<file path="src/hw/rtl/ssds_pkg.sv">
// Shared types and constants of the stepper slot dispense sequencer.
`default_nettype none
package ssds_pkg;

   localparam int SUM_W       = 18;
   localparam int RUN_W       = 16;
   localparam int COUNT_W     = 8;
   localparam int ROUND_W     = 3;
   localparam int CSR_DATA_W  = 16;
   localparam int CSR_INDEX_W = 2;

   localparam logic [SUM_W-1:0]   SUM_MAX   = '1;
   localparam logic [RUN_W-1:0]   RUN_MAX   = '1;
   localparam logic [COUNT_W-1:0] COUNT_MAX = '1;

   // Command codes
   localparam logic [1:0] OP_TICK     = 2'd0;
   localparam logic [1:0] OP_CALIB    = 2'd1;
   localparam logic [1:0] OP_DISPENSE = 2'd2;
   localparam logic [1:0] OP_FACTORY  = 2'd3;

   // Result status codes
   localparam logic [1:0] ST_OK      = 2'd0;
   localparam logic [1:0] ST_NO_CAL  = 2'd1;
   localparam logic [1:0] ST_NO_PILL = 2'd2;
   localparam logic [1:0] ST_EMPTY   = 2'd3;

   // Register indexes
   localparam logic [CSR_INDEX_W-1:0] CSR_TREATMENT_PERIOD = 2'd0;
   localparam logic [CSR_INDEX_W-1:0] CSR_FALL_TIMEOUT     = 2'd1;
   localparam logic [CSR_INDEX_W-1:0] CSR_TURN_DIRECTION   = 2'd2;

   typedef enum logic [7:0] {
      PH_IDLE       = 8'b0000_0001,
      PH_SEEK_GAP   = 8'b0000_0010,
      PH_SEEK_BLIND = 8'b0000_0100,
      PH_MEAS_GAP   = 8'b0000_1000,
      PH_MEAS_BLIND = 8'b0001_0000,
      PH_CENTER     = 8'b0010_0000,
      PH_MOVE       = 8'b0100_0000,
      PH_WAIT       = 8'b1000_0000
   } phase_type;

   typedef struct packed {
      logic [1:0] op;
      logic       opto_level;
      logic       pill_seen;
   } req_type;

   typedef struct packed {
      logic              step_pulse;
      logic              step_direction;
      logic              busy_res;
      logic              done_res;
      logic [1:0]        status;
      logic              calibrated;
      logic [COUNT_W-1:0] dispensed_count;
      logic [15:0]       steps_per_turn;
   } rsp_type;

   typedef struct packed {
      logic [7:0]  treatment_period;
      logic [15:0] fall_timeout_ticks;
      logic        turn_direction;
   } cfg_type;

   // Per-tick outcome of the sequencer
   typedef struct packed {
      logic               step;
      logic               busy;
      logic               done;
      logic [1:0]         status;
      logic               calibrated;
      logic [COUNT_W-1:0] count;
   } tick_type;

endpackage
`default_nettype wire

</file>
<file path="src/hw/rtl/stepper_slot_dispense_sequencer_top.sv">
// Top level of the stepper slot dispense sequencer.
//
// req_* carries one tick of the stepper timebase: a command, the opto fork
// level and the pill sensor flag. rsp_* returns one item per tick: the step
// pulse and direction plus busy, done, status, calibration flag, pill count
// and averaged steps per revolution. csr_* writes treatment_period (0),
// fall_timeout_ticks (1) and turn_direction (2) at any clock edge with
// csr_we high; write only while no tick is in flight.
// The item of an accepted tick is registered and shows on rsp_* in the cycle
// after it is accepted. Throughput is one tick per cycle while rsp_ready is
// high, set by the single result register behind the per-tick state update.
// req_ready is low only while a result is held and rsp_ready is low; the
// sequence state then holds until the result is taken.
// Reset is synchronous: the sequencer goes idle and uncalibrated, the pill
// count clears, the revolution sum returns to its default of 4096 steps per
// turn and the registers return to 7, 1000 and 0.
`default_nettype none
module stepper_slot_dispense_sequencer_top
   import ssds_pkg::*;
#(
   parameter int ROUNDS = 4,
   parameter int SLOTS  = 8
) (
   input  wire logic                   clock,
   input  wire logic                   reset,
   input  wire logic                   req_valid,
   output logic                        req_ready,
   input  wire req_type                req_data,
   output logic                        rsp_valid,
   input  wire logic                   rsp_ready,
   output rsp_type                     rsp_data,
   input  wire logic                   csr_we,
   input  wire logic [CSR_INDEX_W-1:0] csr_index,
   input  wire logic [CSR_DATA_W-1:0]  csr_wdata
);

   cfg_type          cfg;
   tick_type         tick;
   logic [SUM_W-1:0] turn_sum;
   logic [15:0]      steps_per_turn;
   logic             accept;

   logic     out_valid_ff, out_valid_in;
   tick_type out_tick_ff;
   logic     out_dir_ff;

   ssds_csr u_csr (
      .clock     (clock),
      .reset     (reset),
      .csr_we    (csr_we),
      .csr_index (csr_index),
      .csr_wdata (csr_wdata),
      .cfg       (cfg)
   );

   ssds_seq #(
      .ROUNDS (ROUNDS),
      .SLOTS  (SLOTS)
   ) u_seq (
      .clock    (clock),
      .reset    (reset),
      .advance  (accept),
      .req      (req_data),
      .cfg      (cfg),
      .tick     (tick),
      .turn_sum (turn_sum)
   );

   // The sum only moves when a new result is loaded, so it matches the held item
   ssds_cdiv #(
      .DIVISOR (ROUNDS),
      .IN_W    (SUM_W),
      .OUT_W   (16)
   ) u_turn_div (
      .dividend (turn_sum),
      .quotient (steps_per_turn)
   );

   assign req_ready = !out_valid_ff || rsp_ready;
   assign accept    = req_valid && req_ready;

   always_comb begin
      out_valid_in = out_valid_ff;
      if (accept) out_valid_in = 1'b1;
      else if (rsp_ready) out_valid_in = 1'b0;
   end

   always_ff @(posedge clock) begin
      if (reset) begin
         out_valid_ff <= 1'b0;
      end else begin
         out_valid_ff <= out_valid_in;
      end
   end

   always_ff @(posedge clock) begin
      if (accept) begin
         out_tick_ff <= tick;
         out_dir_ff  <= cfg.turn_direction;
      end
   end

   assign rsp_valid = out_valid_ff;

   always_comb begin
      rsp_data.step_pulse      = out_tick_ff.step;
      rsp_data.step_direction  = out_dir_ff;
      rsp_data.busy_res        = out_tick_ff.busy;
      rsp_data.done_res        = out_tick_ff.done;
      rsp_data.status          = out_tick_ff.status;
      rsp_data.calibrated      = out_tick_ff.calibrated;
      rsp_data.dispensed_count = out_tick_ff.count;
      rsp_data.steps_per_turn  = steps_per_turn;
   end

`ifndef SYNTHESIS
   a_accept_gives_item: assert property (@(posedge clock) disable iff (reset)
      accept |=> rsp_valid)
      else $error("accepted tick produced no result");

   a_done_not_busy: assert property (@(posedge clock) disable iff (reset)
      rsp_valid && rsp_data.done_res |-> !rsp_data.busy_res)
      else $error("sequence reported done while still busy");

   a_step_while_busy: assert property (@(posedge clock) disable iff (reset)
      rsp_valid && rsp_data.step_pulse |-> rsp_data.busy_res && !rsp_data.done_res)
      else $error("step pulse outside a running sequence");

   a_status_only_on_done: assert property (@(posedge clock) disable iff (reset)
      rsp_valid && !rsp_data.done_res |-> rsp_data.status == ST_OK)
      else $error("status set without done");

   a_empty_clears: assert property (@(posedge clock) disable iff (reset)
      rsp_valid && rsp_data.status == ST_EMPTY |->
         !rsp_data.calibrated && rsp_data.dispensed_count == '0)
      else $error("empty report left calibration or count set");
`endif

endmodule
`default_nettype wire

</file>
<file path="src/hw/rtl/ssds_csr.sv">
// Configuration registers of the dispense sequencer.
`default_nettype none
module ssds_csr
   import ssds_pkg::*;
(
   input  wire logic                   clock,
   input  wire logic                   reset,
   input  wire logic                   csr_we,
   input  wire logic [CSR_INDEX_W-1:0] csr_index,
   input  wire logic [CSR_DATA_W-1:0]  csr_wdata,
   output cfg_type                     cfg
);

   cfg_type cfg_ff, cfg_in;

   always_comb begin
      cfg_in = cfg_ff;
      if (csr_we) begin
         case (csr_index)
            CSR_TREATMENT_PERIOD: cfg_in.treatment_period   = csr_wdata[7:0];
            CSR_FALL_TIMEOUT:     cfg_in.fall_timeout_ticks = csr_wdata;
            CSR_TURN_DIRECTION:   cfg_in.turn_direction     = csr_wdata[0];
            default:              cfg_in = cfg_ff;
         endcase
      end
   end

   always_ff @(posedge clock) begin
      if (reset) begin
         cfg_ff.treatment_period   <= 8'd7;
         cfg_ff.fall_timeout_ticks <= 16'd1000;
         cfg_ff.turn_direction     <= 1'b0;
      end else begin
         cfg_ff <= cfg_in;
      end
   end

   assign cfg = cfg_ff;

endmodule
`default_nettype wire

</file>
<file path="src/hw/rtl/ssds_cdiv.sv">
// Division by a constant through a rounded-up reciprocal, exact for every input.
`default_nettype none
module ssds_cdiv #(
   parameter int DIVISOR = 4,
   parameter int IN_W    = 18,
   parameter int OUT_W   = 16
) (
   input  wire logic [IN_W-1:0]  dividend,
   output logic      [OUT_W-1:0] quotient
);

   localparam int SHIFT = IN_W + $clog2(DIVISOR);
   localparam logic [63:0] RECIP_FULL =
      ((64'd1 << SHIFT) + 64'(DIVISOR) - 64'd1) / 64'(DIVISOR);
   localparam logic [SHIFT:0] RECIP = RECIP_FULL[SHIFT:0];

   logic [IN_W+SHIFT:0] product;

   assign product  = {{(SHIFT+1){1'b0}}, dividend} * {{IN_W{1'b0}}, RECIP};
   assign quotient = product[SHIFT +: OUT_W];

endmodule
`default_nettype wire

</file>
<file path="src/hw/rtl/ssds_seq.sv">
// Calibration and dispense sequencer: phase state and per-tick update.
`default_nettype none
module ssds_seq
   import ssds_pkg::*;
#(
   parameter int ROUNDS = 4,
   parameter int SLOTS  = 8
) (
   input  wire logic    clock,
   input  wire logic    reset,
   input  wire logic    advance,
   input  wire req_type req,
   input  wire cfg_type cfg,
   output tick_type     tick,
   output logic [SUM_W-1:0] turn_sum
);

   localparam int SLOT_DIV = SLOTS * ROUNDS;
   localparam int SLOT_IN_W = SUM_W + 2;

   phase_type          phase_ff, phase_in, phase_mid;
   logic               cal_ff, cal_in;
   logic [COUNT_W-1:0] count_ff, count_in;
   logic [SUM_W-1:0]   sum_ff, sum_in;
   logic [ROUND_W-1:0] round_ff, round_in;
   logic [RUN_W-1:0]   run_ff, run_in;
   logic [RUN_W-1:0]   gap_ff, gap_in;
   logic [RUN_W-1:0]   timer_ff, timer_in;
   logic               latch_ff, latch_in;

   logic [SLOT_IN_W-1:0] slot_dividend;
   logic [RUN_W-1:0]     slot_steps;
   logic [SUM_W:0]       sum_wide;
   logic [RUN_W-1:0]     half_gap;
   logic                 step, done;
   logic [1:0]           status;

   // round(sum / (SLOTS*ROUNDS)) as floor((2*sum + d) / (2*d))
   assign slot_dividend = {1'b0, sum_ff, 1'b0} + SLOT_IN_W'(SLOT_DIV);

   ssds_cdiv #(
      .DIVISOR (2 * SLOT_DIV),
      .IN_W    (SLOT_IN_W),
      .OUT_W   (RUN_W)
   ) u_slot_div (
      .dividend (slot_dividend),
      .quotient (slot_steps)
   );

   assign half_gap = {1'b0, gap_ff[RUN_W-1:1]};

   always_comb begin
      phase_mid = phase_ff;
      cal_in    = cal_ff;
      count_in  = count_ff;
      sum_in    = sum_ff;
      round_in  = round_ff;
      run_in    = run_ff;
      gap_in    = gap_ff;
      timer_in  = timer_ff;
      latch_in  = latch_ff;
      step      = 1'b0;
      done      = 1'b0;
      status    = ST_OK;
      sum_wide  = {1'b0, sum_ff} + {{(SUM_W+1-RUN_W){1'b0}}, run_ff};

      // Commands are taken only while idle
      if (phase_ff == PH_IDLE) begin
         case (req.op)
            OP_CALIB: phase_mid = PH_SEEK_GAP;
            OP_DISPENSE: begin
               if (!cal_ff) begin
                  done   = 1'b1;
                  status = ST_NO_CAL;
               end else begin
                  latch_in  = 1'b0;
                  run_in    = slot_steps;
                  phase_mid = PH_MOVE;
               end
            end
            OP_FACTORY: begin
               cal_in   = 1'b0;
               count_in = '0;
               done     = 1'b1;
            end
            default: phase_mid = phase_ff;
         endcase
      end

      if (phase_mid == PH_MOVE || phase_mid == PH_WAIT) begin
         latch_in = latch_in | req.pill_seen;
      end

      phase_in = phase_mid;

      // A command taken while idle is acted on by its first phase within the same tick
      case (phase_mid)
         PH_IDLE: phase_in = PH_IDLE;
         PH_SEEK_GAP: begin
            step = 1'b1;
            if (req.opto_level) phase_in = PH_SEEK_BLIND;
         end
         PH_SEEK_BLIND: begin
            step = 1'b1;
            if (!req.opto_level) begin
               sum_in   = '0;
               round_in = '0;
               run_in   = RUN_W'(1);
               phase_in = PH_MEAS_GAP;
            end
         end
         PH_MEAS_GAP: begin
            step   = 1'b1;
            run_in = (run_ff != RUN_MAX) ? run_ff + RUN_W'(1) : RUN_MAX;
            if (req.opto_level) begin
               gap_in   = run_ff;
               phase_in = PH_MEAS_BLIND;
            end
         end
         PH_MEAS_BLIND: begin
            if (req.opto_level) begin
               step   = 1'b1;
               run_in = (run_ff != RUN_MAX) ? run_ff + RUN_W'(1) : RUN_MAX;
            end else begin
               sum_in = (sum_wide > {1'b0, SUM_MAX}) ? SUM_MAX : sum_wide[SUM_W-1:0];
               if (({1'b0, round_ff} + (ROUND_W+1)'(1)) >= (ROUND_W+1)'(ROUNDS)) begin
                  if (half_gap != '0) begin
                     step     = 1'b1;
                     run_in   = half_gap - RUN_W'(1);
                     phase_in = PH_CENTER;
                  end else begin
                     run_in   = '0;
                     cal_in   = 1'b1;
                     count_in = '0;
                     done     = 1'b1;
                     phase_in = PH_IDLE;
                  end
               end else begin
                  round_in = round_ff + ROUND_W'(1);
                  step     = 1'b1;
                  run_in   = RUN_W'(1);
                  phase_in = PH_MEAS_GAP;
               end
            end
         end
         PH_CENTER: begin
            if (run_ff != '0) begin
               step   = 1'b1;
               run_in = run_ff - RUN_W'(1);
            end else begin
               cal_in   = 1'b1;
               count_in = '0;
               done     = 1'b1;
               phase_in = PH_IDLE;
            end
         end
         PH_MOVE, PH_WAIT: begin
            if (phase_mid == PH_MOVE && run_in != '0) begin
               step   = 1'b1;
               run_in = run_in - RUN_W'(1);
            end else begin
               if (phase_mid == PH_MOVE) timer_in = '0;
               phase_in = PH_WAIT;
               if (latch_in) begin
                  count_in = (count_in != COUNT_MAX) ? count_in + COUNT_W'(1) : count_in;
                  done     = 1'b1;
                  if (count_in >= cfg.treatment_period) begin
                     cal_in   = 1'b0;
                     count_in = '0;
                     status   = ST_EMPTY;
                  end
                  phase_in = PH_IDLE;
               end else begin
                  if (timer_in != RUN_MAX) timer_in = timer_in + RUN_W'(1);
                  if (timer_in >= cfg.fall_timeout_ticks) begin
                     done     = 1'b1;
                     status   = ST_NO_PILL;
                     phase_in = PH_IDLE;
                  end
               end
            end
         end
         default: phase_in = PH_IDLE;
      endcase
   end

   always_ff @(posedge clock) begin
      if (reset) begin
         phase_ff <= PH_IDLE;
         cal_ff   <= 1'b0;
         count_ff <= '0;
         sum_ff   <= SUM_W'(4096 * ROUNDS);
         round_ff <= '0;
         run_ff   <= '0;
         gap_ff   <= '0;
         timer_ff <= '0;
         latch_ff <= 1'b0;
      end else if (advance) begin
         phase_ff <= phase_in;
         cal_ff   <= cal_in;
         count_ff <= count_in;
         sum_ff   <= sum_in;
         round_ff <= round_in;
         run_ff   <= run_in;
         gap_ff   <= gap_in;
         timer_ff <= timer_in;
         latch_ff <= latch_in;
      end
   end

   always_comb begin
      tick.step       = step;
      tick.busy       = (phase_in != PH_IDLE);
      tick.done       = done;
      tick.status     = status;
      tick.calibrated = cal_in;
      tick.count      = count_in;
   end

   assign turn_sum = sum_ff;

endmodule
`default_nettype wire
</file>
<file path="config.mk">
export PLATFORM = sky130hd
export DESIGN_NAME = stepper_slot_dispense_sequencer_top
export DESIGN_NICKNAME = d
export VERILOG_FILES = /design/src/hw/rtl/ssds_pkg.sv /design/src/hw/rtl/stepper_slot_dispense_sequencer_top.sv /design/src/hw/rtl/ssds_csr.sv /design/src/hw/rtl/ssds_cdiv.sv /design/src/hw/rtl/ssds_seq.sv
export SDC_FILE = /design/constraint.sdc
export NUM_CORES = 1
export LEC_CHECK = 0
export ABC_CLOCK_PERIOD_IN_PS = 10130
export BUFFER_PORTS_ARGS = -buffer_cell sky130_fd_sc_hd__buf_2
export CORE_MARGIN = 2
export CORE_UTILIZATION = 67
export DETAILED_ROUTE_END_ITERATION = 8
export GPL_ROUTABILITY_DRIVEN = 1
export PLACE_DENSITY = 0.87
export SETUP_SLACK_MARGIN = 0.3
export SKIP_LAST_GASP = 1
export SYNTH_ARGS = -nofsm -noshare
export SYNTH_HDL_FRONTEND = slang
export SYNTH_SLANG_ARGS = --single-unit
</file>
<file path="constraint.sdc">
create_clock -name clock -period 10.13 [get_ports clock]
set_clock_uncertainty 0.2 [all_clocks]
set_input_delay 0 -clock clock [delete_from_list [all_inputs] [get_ports clock]]
set_output_delay 0 -clock clock [all_outputs]
set_load 0.01 [all_outputs]
</file>
==> results of run 1 <==
==> power breakdown <==
group / leakage (nW) / internal (mW) / switching [mW] / total (mW)
logic: 3.20 / 0.0642 / 0.104 / 0.168
clock network: 0.273 / 0.383 / 0.234 / 0.617
registers: 1.06 / 0.522 / 0.0223 / 0.545
==> cell usage in the layout (no fill, tap or decap), drive strengths merged, types with 12 or more instances in the layout <==
master       synthesis  final
ha                  51     51
a22o                20     20
nand2              160    160
and3                17     17
inv                 48     49
a21oi               90     90
nor2               156    156
dfxtp              112    112
mux2i               26     26
xor2                39     39
nor4                12     12
a21o                13     13
nor3                32     32
nand4               20     20
o21ai               73     73
edfxtp              15     15
a221oi              14     14
xnor2               33     33
clkbuf              60     20
buf                 29     70
nand3               44     44
a31oi               15     15
nand2b              14     14
or3                 12     12
dlygate4sd3          0     25
==> final timing paths <==
| check | to | slack (ns) | cells past startpoint |
|---|---|---|---|
| max reg2reg | rsp_data[27] | 4.14 | 19 |
| max | rsp_data[27] | 4.14 | 19 |
| min | u_seq.turn_sum[3] | 0.06 | 3 |
| min reg2reg | u_seq.turn_sum[0] | 0.25 | 2 |
==> routing by layer <==
layer  part of all wire [%]  GRT usage, %
met1                     42          49.4
met2                     44          57.2
met3                     11          8.12
met4                    3.6          16.8
met5                      0             0
==> cell families (layout without fill, tap and decap cells) <==
| logic type | Yosys count | in the layout | share of synthesized area (%) |
|---|---|---|---|
| fa+ha+maj | 52 | 52 | 6.90 |
| buf+inv | 137 | 175 | 6.24 |
| simple gates | 516 | 516 | 25.7 |
| mux | 28 | 28 | 2.96 |
| flops | 127 | 127 | 28.2 |
| compound gates | 333 | 333 | 23.4 |
| xor+xnor | 72 | 72 | 6.61 |
==> worst register-to-register path, cell delays in order, from the launching register on <==
cell	delay, ns
dfxtp_1	0.40
or3_1	0.53
o41ai_2	0.52
nand4b_1	0.65
and2_1	0.45
ha_1	0.26
inv_1	0.07
nor2_1	0.04
nor4_1	0.57
and3_1	0.27
nand2b_1	0.13
a21oi_1	0.08
ha_1	0.34
and4_1	0.22
a21oi_1	0.20
nand3_1	0.15
a31o_2	0.35
nand2_1	0.10
and2_1	0.16
nand2_1	0.05
==> area by class of cell <==
type | instances | area [sq um]
repair buffers | 95 | 628
well taps | 180 | 225
multi-input cells | 1001 | 6250
clock inverters | 12 | 143
inverters | 48 | 180
fillers | 1016 | 3320
clock buffers | 20 | 437
flip-flops and latches | 127 | 2690
==> metrics by stage <==
stage / util (%) / instances / hold slack [ns]
global route: 76.1 / 1483 / 0.0722
floorplan: - / 1265 / -0.0714
detailed placement: 70.1 / 1426 / 0.0434
CTS: 76.1 / 1483 / 0.0377
finish: 76.1 / 1483 / 0.0624
global placement: 70.1 / 1426 / 0.0433
==> sequential cells by signal (all words and copies together), names as in the netlist, 8 cells and up <==
| signal | flops |
|---|---|
| u_seq.count_ff | 8 |
| u_seq.phase_ff | 8 |
| u_seq.run_ff | 16 |
| u_seq.timer_ff | 16 |
| u_seq.gap_ff | 15 |
| u_seq.turn_sum | 18 |
| u_csr.cfg | 25 |
| rsp_data | 14 |
==> repair_timing <==
| action | CTS | global route |
|---|---|---|
| hold buffers | 25 | 0 |
| setup endpoints to repair | 0 | 0 |
| endpoints found under the hold margin | 35 | 0 |
==> flow_metrics.tcl, run 1 <==
set metrics [dict create \
    synth_fp_nets 1344 \
    powerDensity_nw_per_um2 126 \
    yosysWarningCount 0 \
    coreArea_sq_um 13900 \
    track_usage_pct 37.1 \
    path_cells "or3_1, o41ai_2, nand4b_1, and2_1, ha_1, inv_1, nor2_1, nor4_1, and3_1, nand2b_1, a21oi_1, ha_1, and4_1, a21oi_1, nand3_1, a31o_2, nand2_1, and2_1, nand2_1" \
    critical_path.startpoint "u_seq.phase_ff[7]" \
    numCtsBuffers 17 \
    status "completed" \
    finalWirelength_um 28000 \
    yosysMostFrequentCell "nand2_1" \
    syn_area_sq_um 9540 \
    tns_ns 0 \
    post_cts_resized 0 \
    avgRoutedWirePerCell_um 18.9 \
    synth_area_leaders "dfxtp_1 24%, ha_1 6.7%, nand2_1 6.3%" \
    crit_fanout 15 \
    r2r-start "u_seq.phase_ff[7]" \
    antenna_found_initial 0 \
    dieWidth_um 123 \
    grt_pass1_wl_um 44500 \
    synthCells 1265 \
    post-cts-setup-buffer-count 0 \
    cts_tree "yes" \
    rsz0062_at_grt "no" \
    finalInstanceArea_sq_um 10600 \
    dieArea_sq_um 15200 \
    clk_pin_slew_ns 0.06 \
    hold_viol_final 0 \
    cp_slowest_cell "nand4b_1" \
    n_antenna_cell 0 \
    critPathBufInv 1 \
    clockBufferDepth 2 \
    worst_slack_ns 4.14 \
    grt_pass1_vias 9053 \
    placed_cell_area_sq_um 9730 \
    die_h_um 123 \
    synth_edf_count 15 \
    synthFlopType "dfxtp_1" \
    drv_cap 0 \
    max_freq_mhz 167 \
    nNetsFinal 1369 \
    rows 43 \
    vdd.ir_drop.worst_mv 0.120 \
    yosysUniqueCellTypes 81 \
    clk_latency_ns 0.44 \
    ys_seq_elements 127 \
    cp_top_family "simple AND/OR/NAND/NOR gates" \
    root_buffer "clkbuf_16" \
    synth_top_cell_by_area "dfxtp_1" \
    grt_max_degree 69 \
    min_period_over_period_pct 59.1 \
    initial_utilization_pct 68.7 \
    io_pins 60 \
    cp.required_ns 10.12 \
    slew_headroom_pct 18.6 \
    slowest_delay_ns 0.65 \
    io_buffers 59 \
    min_from "reset" \
    worstMarginPinSlew_ns 1.22 \
    period_minus_slack_ns 5.99 \
    worstSetupPathType "reg -> reg" \
    finalPower_mw 1.33 \
    p_leak_nw 4.53 \
    final_max_slew_viol_count 0 \
    yosysSeqAreaShare_pct 28.2 \
    avgSynthCellArea_sq_um 7.54 \
    drtIter0Drc 1517 \
    synth_top_area_share_pct 23.5 \
    post-place-ws_ns 4.41 \
    area_delta_synth_final_pct 10.7 \
    setup_viol 0 \
    startpoint_type "flop" \
    globalplace.congestion 0.957 \
    end_kind "flop" \
    dp_hpwl_um 18500 \
    async_flop_share_pct 0 \
    viasPerCell 6.70 \
    grt.overflow.total 0 \
    final_antenna_net_count 0 \
    h-tree-depth 4 \
    drc_errors 0 \
    num_vias 9929 \
    drive_gt1_share_pct 9.29 \
    drt_pass1_iterations 6 \
    synth_commonest_cells "159 x nand2_1, 156 x nor2_1, 112 x dfxtp_1" \
    worstHoldPathType "in -> reg" \
    cts.sinks 127 \
    critical_path_arrival_ns 5.98 \
]
Power figures use the tool's default switching activity.
==> run 2, diff against run 1 <==
--- a/config.mk
+++ b/config.mk
@@ -5,13 +5,13 @@
 export SDC_FILE = /design/constraint.sdc
 export NUM_CORES = 1
 export LEC_CHECK = 0
-export ABC_CLOCK_PERIOD_IN_PS = 10130
+export ABC_CLOCK_PERIOD_IN_PS = 5100
 export BUFFER_PORTS_ARGS = -buffer_cell sky130_fd_sc_hd__buf_2
 export CORE_MARGIN = 2
-export CORE_UTILIZATION = 67
+export CORE_UTILIZATION = 56
 export DETAILED_ROUTE_END_ITERATION = 8
 export GPL_ROUTABILITY_DRIVEN = 1
-export PLACE_DENSITY = 0.87
+export PLACE_DENSITY = 0.77
 export SETUP_SLACK_MARGIN = 0.3
 export SKIP_LAST_GASP = 1
 export SYNTH_ARGS = -nofsm -noshare
==> constraint.sdc (replaced) <==
create_clock -name clock -period 5.1 [get_ports clock]
set_clock_uncertainty 0.2 [all_clocks]
set_input_delay 0 -clock clock [delete_from_list [all_inputs] [get_ports clock]]
set_output_delay 0 -clock clock [all_outputs]
set_load 0.01 [all_outputs]
==> run 2 against run 1 <==
Cell count up 5.5%. Sequential share of layout area decreased by 1.1 points. Flip-flop and latch count did not move. Fmax rose by 27%. Design area up 4.7%. Routed wire length is 2.9% higher. Critical path type unchanged.
==> flow_metrics.tcl, run 2 (same netlist as run 1, synthesis figures left out) <==
set metrics [dict create \
    final_cell_mix "158 x nand2_1, 156 x nor2_1, 108 x dfxtp_1, 89 x a21oi_1, 70 x o21ai_0" \
    n_fill_cell 1340 \
    vdd.ir_drop.worst_mv 0.232 \
    final_max_slew_viol_count 0 \
    cp.required_ns 5.08 \
    h-tree-depth 4 \
    clk_pin_slew_ns 0.06 \
    largest_reg_flops 25 \
    setup_viol 0 \
    worstMarginPinSlew_ns 1.16 \
    max_freq_mhz 212 \
    dp_hpwl_um 19500 \
    crit_fanout 7 \
    track_usage_pct 31.8 \
    rows 47 \
    slew_headroom_pct 22.7 \
    dieArea_sq_um 18100 \
    root_buffer "clkbuf_16" \
    worstSetupPathType "reg -> reg" \
    viasPerCell 6.29 \
    final_util_pct 66.4 \
    finalWirelength_um 28800 \
    startpoint_type "flop" \
    drt_pass1_iterations 6 \
    period_minus_slack_ns 4.71 \
    critical_path_arrival_ns 4.69 \
    nNetsFinal 1409 \
    clk_latency_ns 0.43 \
    grt_pass1_vias 9193 \
    end_kind "flop" \
    worstHoldPathType "in -> out" \
    cts_tree "yes" \
    drtIter0Drc 874 \
    area_delta_synth_final_pct 15.8 \
    numCtsBuffers 17 \
    tns_ns 0 \
    mostFrequentLayoutCell "nand2_1" \
    num_vias 9847 \
    p_leak_nw 4.74 \
    grt_max_degree 39 \
    die_h_um 135 \
    powerDensity_nw_per_um2 240 \
    coreArea_sq_um 16600 \
    globalplace.congestion 0.959 \
    io_buffers 59 \
    antenna_found_initial 0 \
    clockBufferDepth 2 \
    drc_errors 0 \
    drv_cap 0 \
    grt.overflow.total 0 \
    cts.sinks 127 \
    status "completed" \
    dieWidth_um 135 \
    hold_viol_final 0 \
    grt_pass1_wl_um 46500 \
    initial_utilization_pct 57.3 \
    avgRoutedWirePerCell_um 18.4 \
    rsz0062_at_grt "yes" \
    min_period_over_period_pct 92.3 \
    final_antenna_net_count 0 \
    drive_gt1_share_pct 12.5 \
    io_pins 60 \
]
==> run 2: critical path, stage by stage, from the launching register on <==
cell and delay [ns]:
dfxtp_4 0.37, or3_4 0.43, o41ai_4 0.32, nand4b_1 0.13, buf_4 0.17, and2_1 0.19
ha_4 0.19, nand2_1 0.09, nor2_1 0.07, nand3_2 0.12, nand4_1 0.12, xor2_1 0.18
nor2_1 0.09, ha_1 0.33, a21o_1 0.17, a21o_1 0.20, a21oi_2 0.15, o21ai_1 0.08
a221o_1 0.34, a31o_4 0.25, nand2_2 0.09, and2_4 0.15, nand2_1 0.05
==> run 2: layout make-up <==
type                    count  area [sq um]  share of cell area (%)
multi-input cells        1001          6350                    57.4
flip-flops and latches    127          2700                    24.4
repair buffers            135           961                    8.70
clock buffers              20           447                    4.04
well taps                 220           275                    2.49
inverters                  48           180                    1.63
clock inverters            12           135                    1.22
diodes                      2          5.00                  0.0453
==> run 2: report_power, final <==
part           internal [mW]  switching [mW]  leakage, nW
combinational          0.145           0.211         3.40
clock                  0.734           0.483        0.281
sequential              1.04          0.0439         1.06
==> run 2: what timing repair did <==
action / in CTS / in global routing
hold buffers: 38 / 0
pin swaps: 2 / 9
gates resized for setup: 1 / 21
setup endpoints to repair: 5 / 14
setup buffers: 2 / 7
endpoints found under the hold margin: 36 / 0
==> run 2: worst paths after layout <==
| kind | startpoint | endpoint | slack, ns | depth (start not counted) |
|---|---|---|---|---|
| worst max-delay path | u_seq.phase_ff[4] | rsp_data[27] | 0.39 | 22 |
| worst min-delay path | rsp_ready | req_ready | 0.15 | 3 |
| worst min register to register | u_seq.turn_sum[0] | u_seq.turn_sum[0] | 0.25 | 2 |
| worst max register to register | u_seq.phase_ff[4] | rsp_data[27] | 0.39 | 22 |
==> run 2: through the flow <==
| stage | hold slack, ns | instance area, sq um | instances | total power, mW | setup WS, ns |
|---|---|---|---|---|---|
| floorplan | -0.0714 | 9570 | 1265 | 1.32 | 0.332 |
| detailed placement | 0.0528 | 9930 | 1484 | 1.41 | 0.113 |
| finish | 0.148 | 11100 | 1565 | 2.65 | 0.394 |
| CTS | 0.142 | 10900 | 1556 | 2.64 | 0.324 |
| global placement | 0.0418 | 9930 | 1484 | 1.41 | 0.294 |
| global route | 0.180 | 11000 | 1563 | 2.74 | 0.174 |
==> run 2: metal layers <==
metal	GRT usage (%)	vias to the layer above	share of wire [%]
met4	13.2	0	2.8
met1	43.3	4564	43
li1	-	4692	-
met3	5.14	72	9.3
met5	0	-	0
met2	50.2	519	45
==> run 3, diff against run 2 <==
--- a/config.mk
+++ b/config.mk
@@ -5,13 +5,15 @@
 export SDC_FILE = /design/constraint.sdc
 export NUM_CORES = 1
 export LEC_CHECK = 0
+export ABC_AREA = 1
 export ABC_CLOCK_PERIOD_IN_PS = 5100
 export BUFFER_PORTS_ARGS = -buffer_cell sky130_fd_sc_hd__buf_2
+export CAP_MARGIN = 20
 export CORE_MARGIN = 2
-export CORE_UTILIZATION = 56
+export CORE_UTILIZATION = 47
 export DETAILED_ROUTE_END_ITERATION = 8
 export GPL_ROUTABILITY_DRIVEN = 1
-export PLACE_DENSITY = 0.77
+export PLACE_DENSITY = 0.67
 export SETUP_SLACK_MARGIN = 0.3
 export SKIP_LAST_GASP = 1
 export SYNTH_ARGS = -nofsm -noshare
==> run 3 against run 2 <==
The flow now finishes with violations (hold timing). Global-route usage down 5.1 points. Critical path type unchanged. Fmax is 5.1% higher. Via count is 12% higher. Count of clock-buffer cells in the layout up 2. Area after synthesis grew 11%. Clock power is 4% higher. Critical endpoint unchanged. Largest power group unchanged. Critical path depth grew 11. Sequential share of layout area fell by 1.6 points. First-iteration DRC count is 1.1% higher.
==> flow_metrics.tcl, run 3 <==
set metrics [dict create \
    drt_pass1_iterations 5 \
    period_minus_slack_ns 4.48 \
    yosysMostFrequentCell "nand2_1" \
    num_vias 11058 \
    cp_slowest_cell "dfxtp_1" \
    setup_viol 0 \
    drtIter0Drc 884 \
    numCtsBuffers 17 \
    area_delta_synth_final_pct 11.6 \
    combPwrFrac_pct 21.2 \
    finalWirelength_um 31600 \
    end_kind "flop" \
    seqPwrFrac_pct 36.7 \
    largest_reg_flops 25 \
    rows 54 \
    root_buffer "clkbuf_16" \
    dieWidth_um 154 \
    cp_top_family "simple AND/OR/NAND/NOR gates" \
    tns_ns 0 \
    status "finished, violations left" \
    final_antenna_net_count 0 \
    n_antenna_cell 0 \
    clk_pin_slew_ns 0.06 \
    synth_area_leaders "dfxtp_1 21%, nand2_1 16%, a21oi_1 8.1%" \
    syn_area_sq_um 10600 \
    die_h_um 154 \
    startpoint_type "flop" \
    dieArea_sq_um 23700 \
    final_util_pct 53.6 \
    p_sw_mw 0.978 \
    drive_gt1_share_pct 8.62 \
    synth_top_cell_by_area "dfxtp_1" \
    globalplace.congestion 0.929 \
    slew_headroom_pct 40.8 \
    cts_tree "yes" \
    cp.required_ns 5.08 \
    finalPower_mw 3.02 \
    powerDensity_nw_per_um2 256 \
    yosysWarningCount 0 \
    intPower_mw 2.04 \
    clockBufferDepth 2 \
    hold_viol_final 4 \
    p_clk_share_pct 42.1 \
    avgSynthCellArea_sq_um 6.18 \
    viasPerCell 5.41 \
    cp_common_cell "nand2_1" \
    grt_pass1_vias 10312 \
    worstMarginPinSlew_ns 0.886 \
    initial_utilization_pct 48.1 \
    worstSetupPathType "reg -> reg" \
    rsz0062_at_grt "yes" \
    drv_cap 0 \
    synth_edf_count 15 \
    synth_fp_nets 1787 \
    grt.overflow.total 0 \
    ys_seq_elements 127 \
    h-tree-depth 4 \
    final_cell_mix "450 x nand2_1, 219 x inv_1, 169 x a21oi_1, 154 x nor2_1, 143 x nand3_1" \
    track_usage_pct 26.6 \
    avgRoutedWirePerCell_um 15.4 \
    synthFlopType "dfxtp_1" \
    n_fill_cell 2183 \
    critical_path_arrival_ns 4.46 \
    io_pins 60 \
    violations "hold timing" \
    drc_errors 0 \
    grt_pass1_wl_um 51500 \
    io_buffers 59 \
    yosysSeqAreaShare_pct 25.5 \
    final_max_slew_viol_count 0 \
    synth_commonest_cells "452 x nand2_1, 219 x inv_1, 170 x a21oi_1" \
    coreArea_sq_um 22000 \
    p_leak_nw 5.96 \
    synthCells 1708 \
    switching_share_pct 32.4 \
    dp_hpwl_um 22800 \
    nNetsFinal 1829 \
    antenna_found_initial 0 \
    yosysUniqueCellTypes 46 \
    grt_max_degree 57 \
    synth_top_area_share_pct 21.2 \
    worstHoldPathType "in -> reg" \
    min_period_over_period_pct 87.8 \
    cts.sinks 127 \
    post-place-ws_ns 0.432 \
    critPathBufInv 4 \
    worst_slack_ns 0.623 \
    async_flop_share_pct 0 \
    vdd.ir_drop.worst_mv 0.177 \
    max_freq_mhz 223 \
    slowest_delay_ns 0.36 \
    hold_ws_ns -0.00692 \
    clk_latency_ns 0.44 \
    crit_fanout 25 \
    mostFrequentLayoutCell "nand2_1" \
]
## run 3: path summary, 6_finish.rpt
check	depth (start not counted)	from	to	slack [ns]
max	33	u_seq.phase_ff[4]	rsp_data[27]	0.62
min	3	reset	u_seq.turn_sum[3]	-0.007
min reg2reg	0	u_csr.cfg[0]	out_dir_ff	0.24
max reg2reg	33	u_seq.phase_ff[4]	rsp_data[27]	0.62
## run 3: repair_timing
item,in CTS,in global routing
setup endpoints to repair,0,10
setup buffers,0,1
hold endpoints to repair,34,0
gates resized for setup,0,9
hold buffers,26,0
## run 3: per-stage QoR
step / area [sq um] / cells
final: 11800 / 2043
after global routing: 11800 / 2043
after CTS: 11700 / 2042
after detailed placement: 10900 / 1984
after global placement: 10900 / 1984
after floorplan: 10600 / 1708
## run 3: cells by family after synthesis
| kind of cell | share of synthesized area, % |
|---|---|
| AOI/OAI and AO/OA | 15.9 |
| buffers and inverters | 12.0 |
| and+or+nand+nor | 35.7 |
| DFF | 25.5 |
| adders and majority gates | 6.23 |
| xor gates and xnor gates | 4.65 |
## run 3: cell type report
class	count	area, sq um	area share, %
inverters	230	863	7.33
clock inverters	10	128	1.08
flip-flops and latches	127	2690	22.9
multi-input cells	1279	6640	56.4
repair buffers	95	631	5.35
clock buffers	22	475	4.04
well taps	280	350	2.97
## run 3: worst min-delay path, delay by kind of cell
kind / cells / cell delay, ns
buffers and inverters: 2 / 0.39
AOI/OAI and AO/OA: 1 / 0.18
## run 3: per-layer routing
metal / up-vias / wire length (um) / GRT usage [%]
li1: 5635 / - / -
met1: 5001 / 14800 / 36.5
met5: - / 0 / 0
met3: 59 / 2080 / 4.90
met4: 0 / 792 / 8.77
met2: 363 / 13900 / 42.4
## run 3: power by group through the flow
stage | registers (mW) | logic [mW] | clock network, mW
global placement | 1.13 | 0.601 | 0
global route | 1.11 | 0.720 | 1.33
finish | 1.11 | 0.640 | 1.27
CTS | 1.11 | 0.627 | 1.28
detailed placement | 1.13 | 0.608 | 0
floorplan | 1.12 | 0.469 | 0
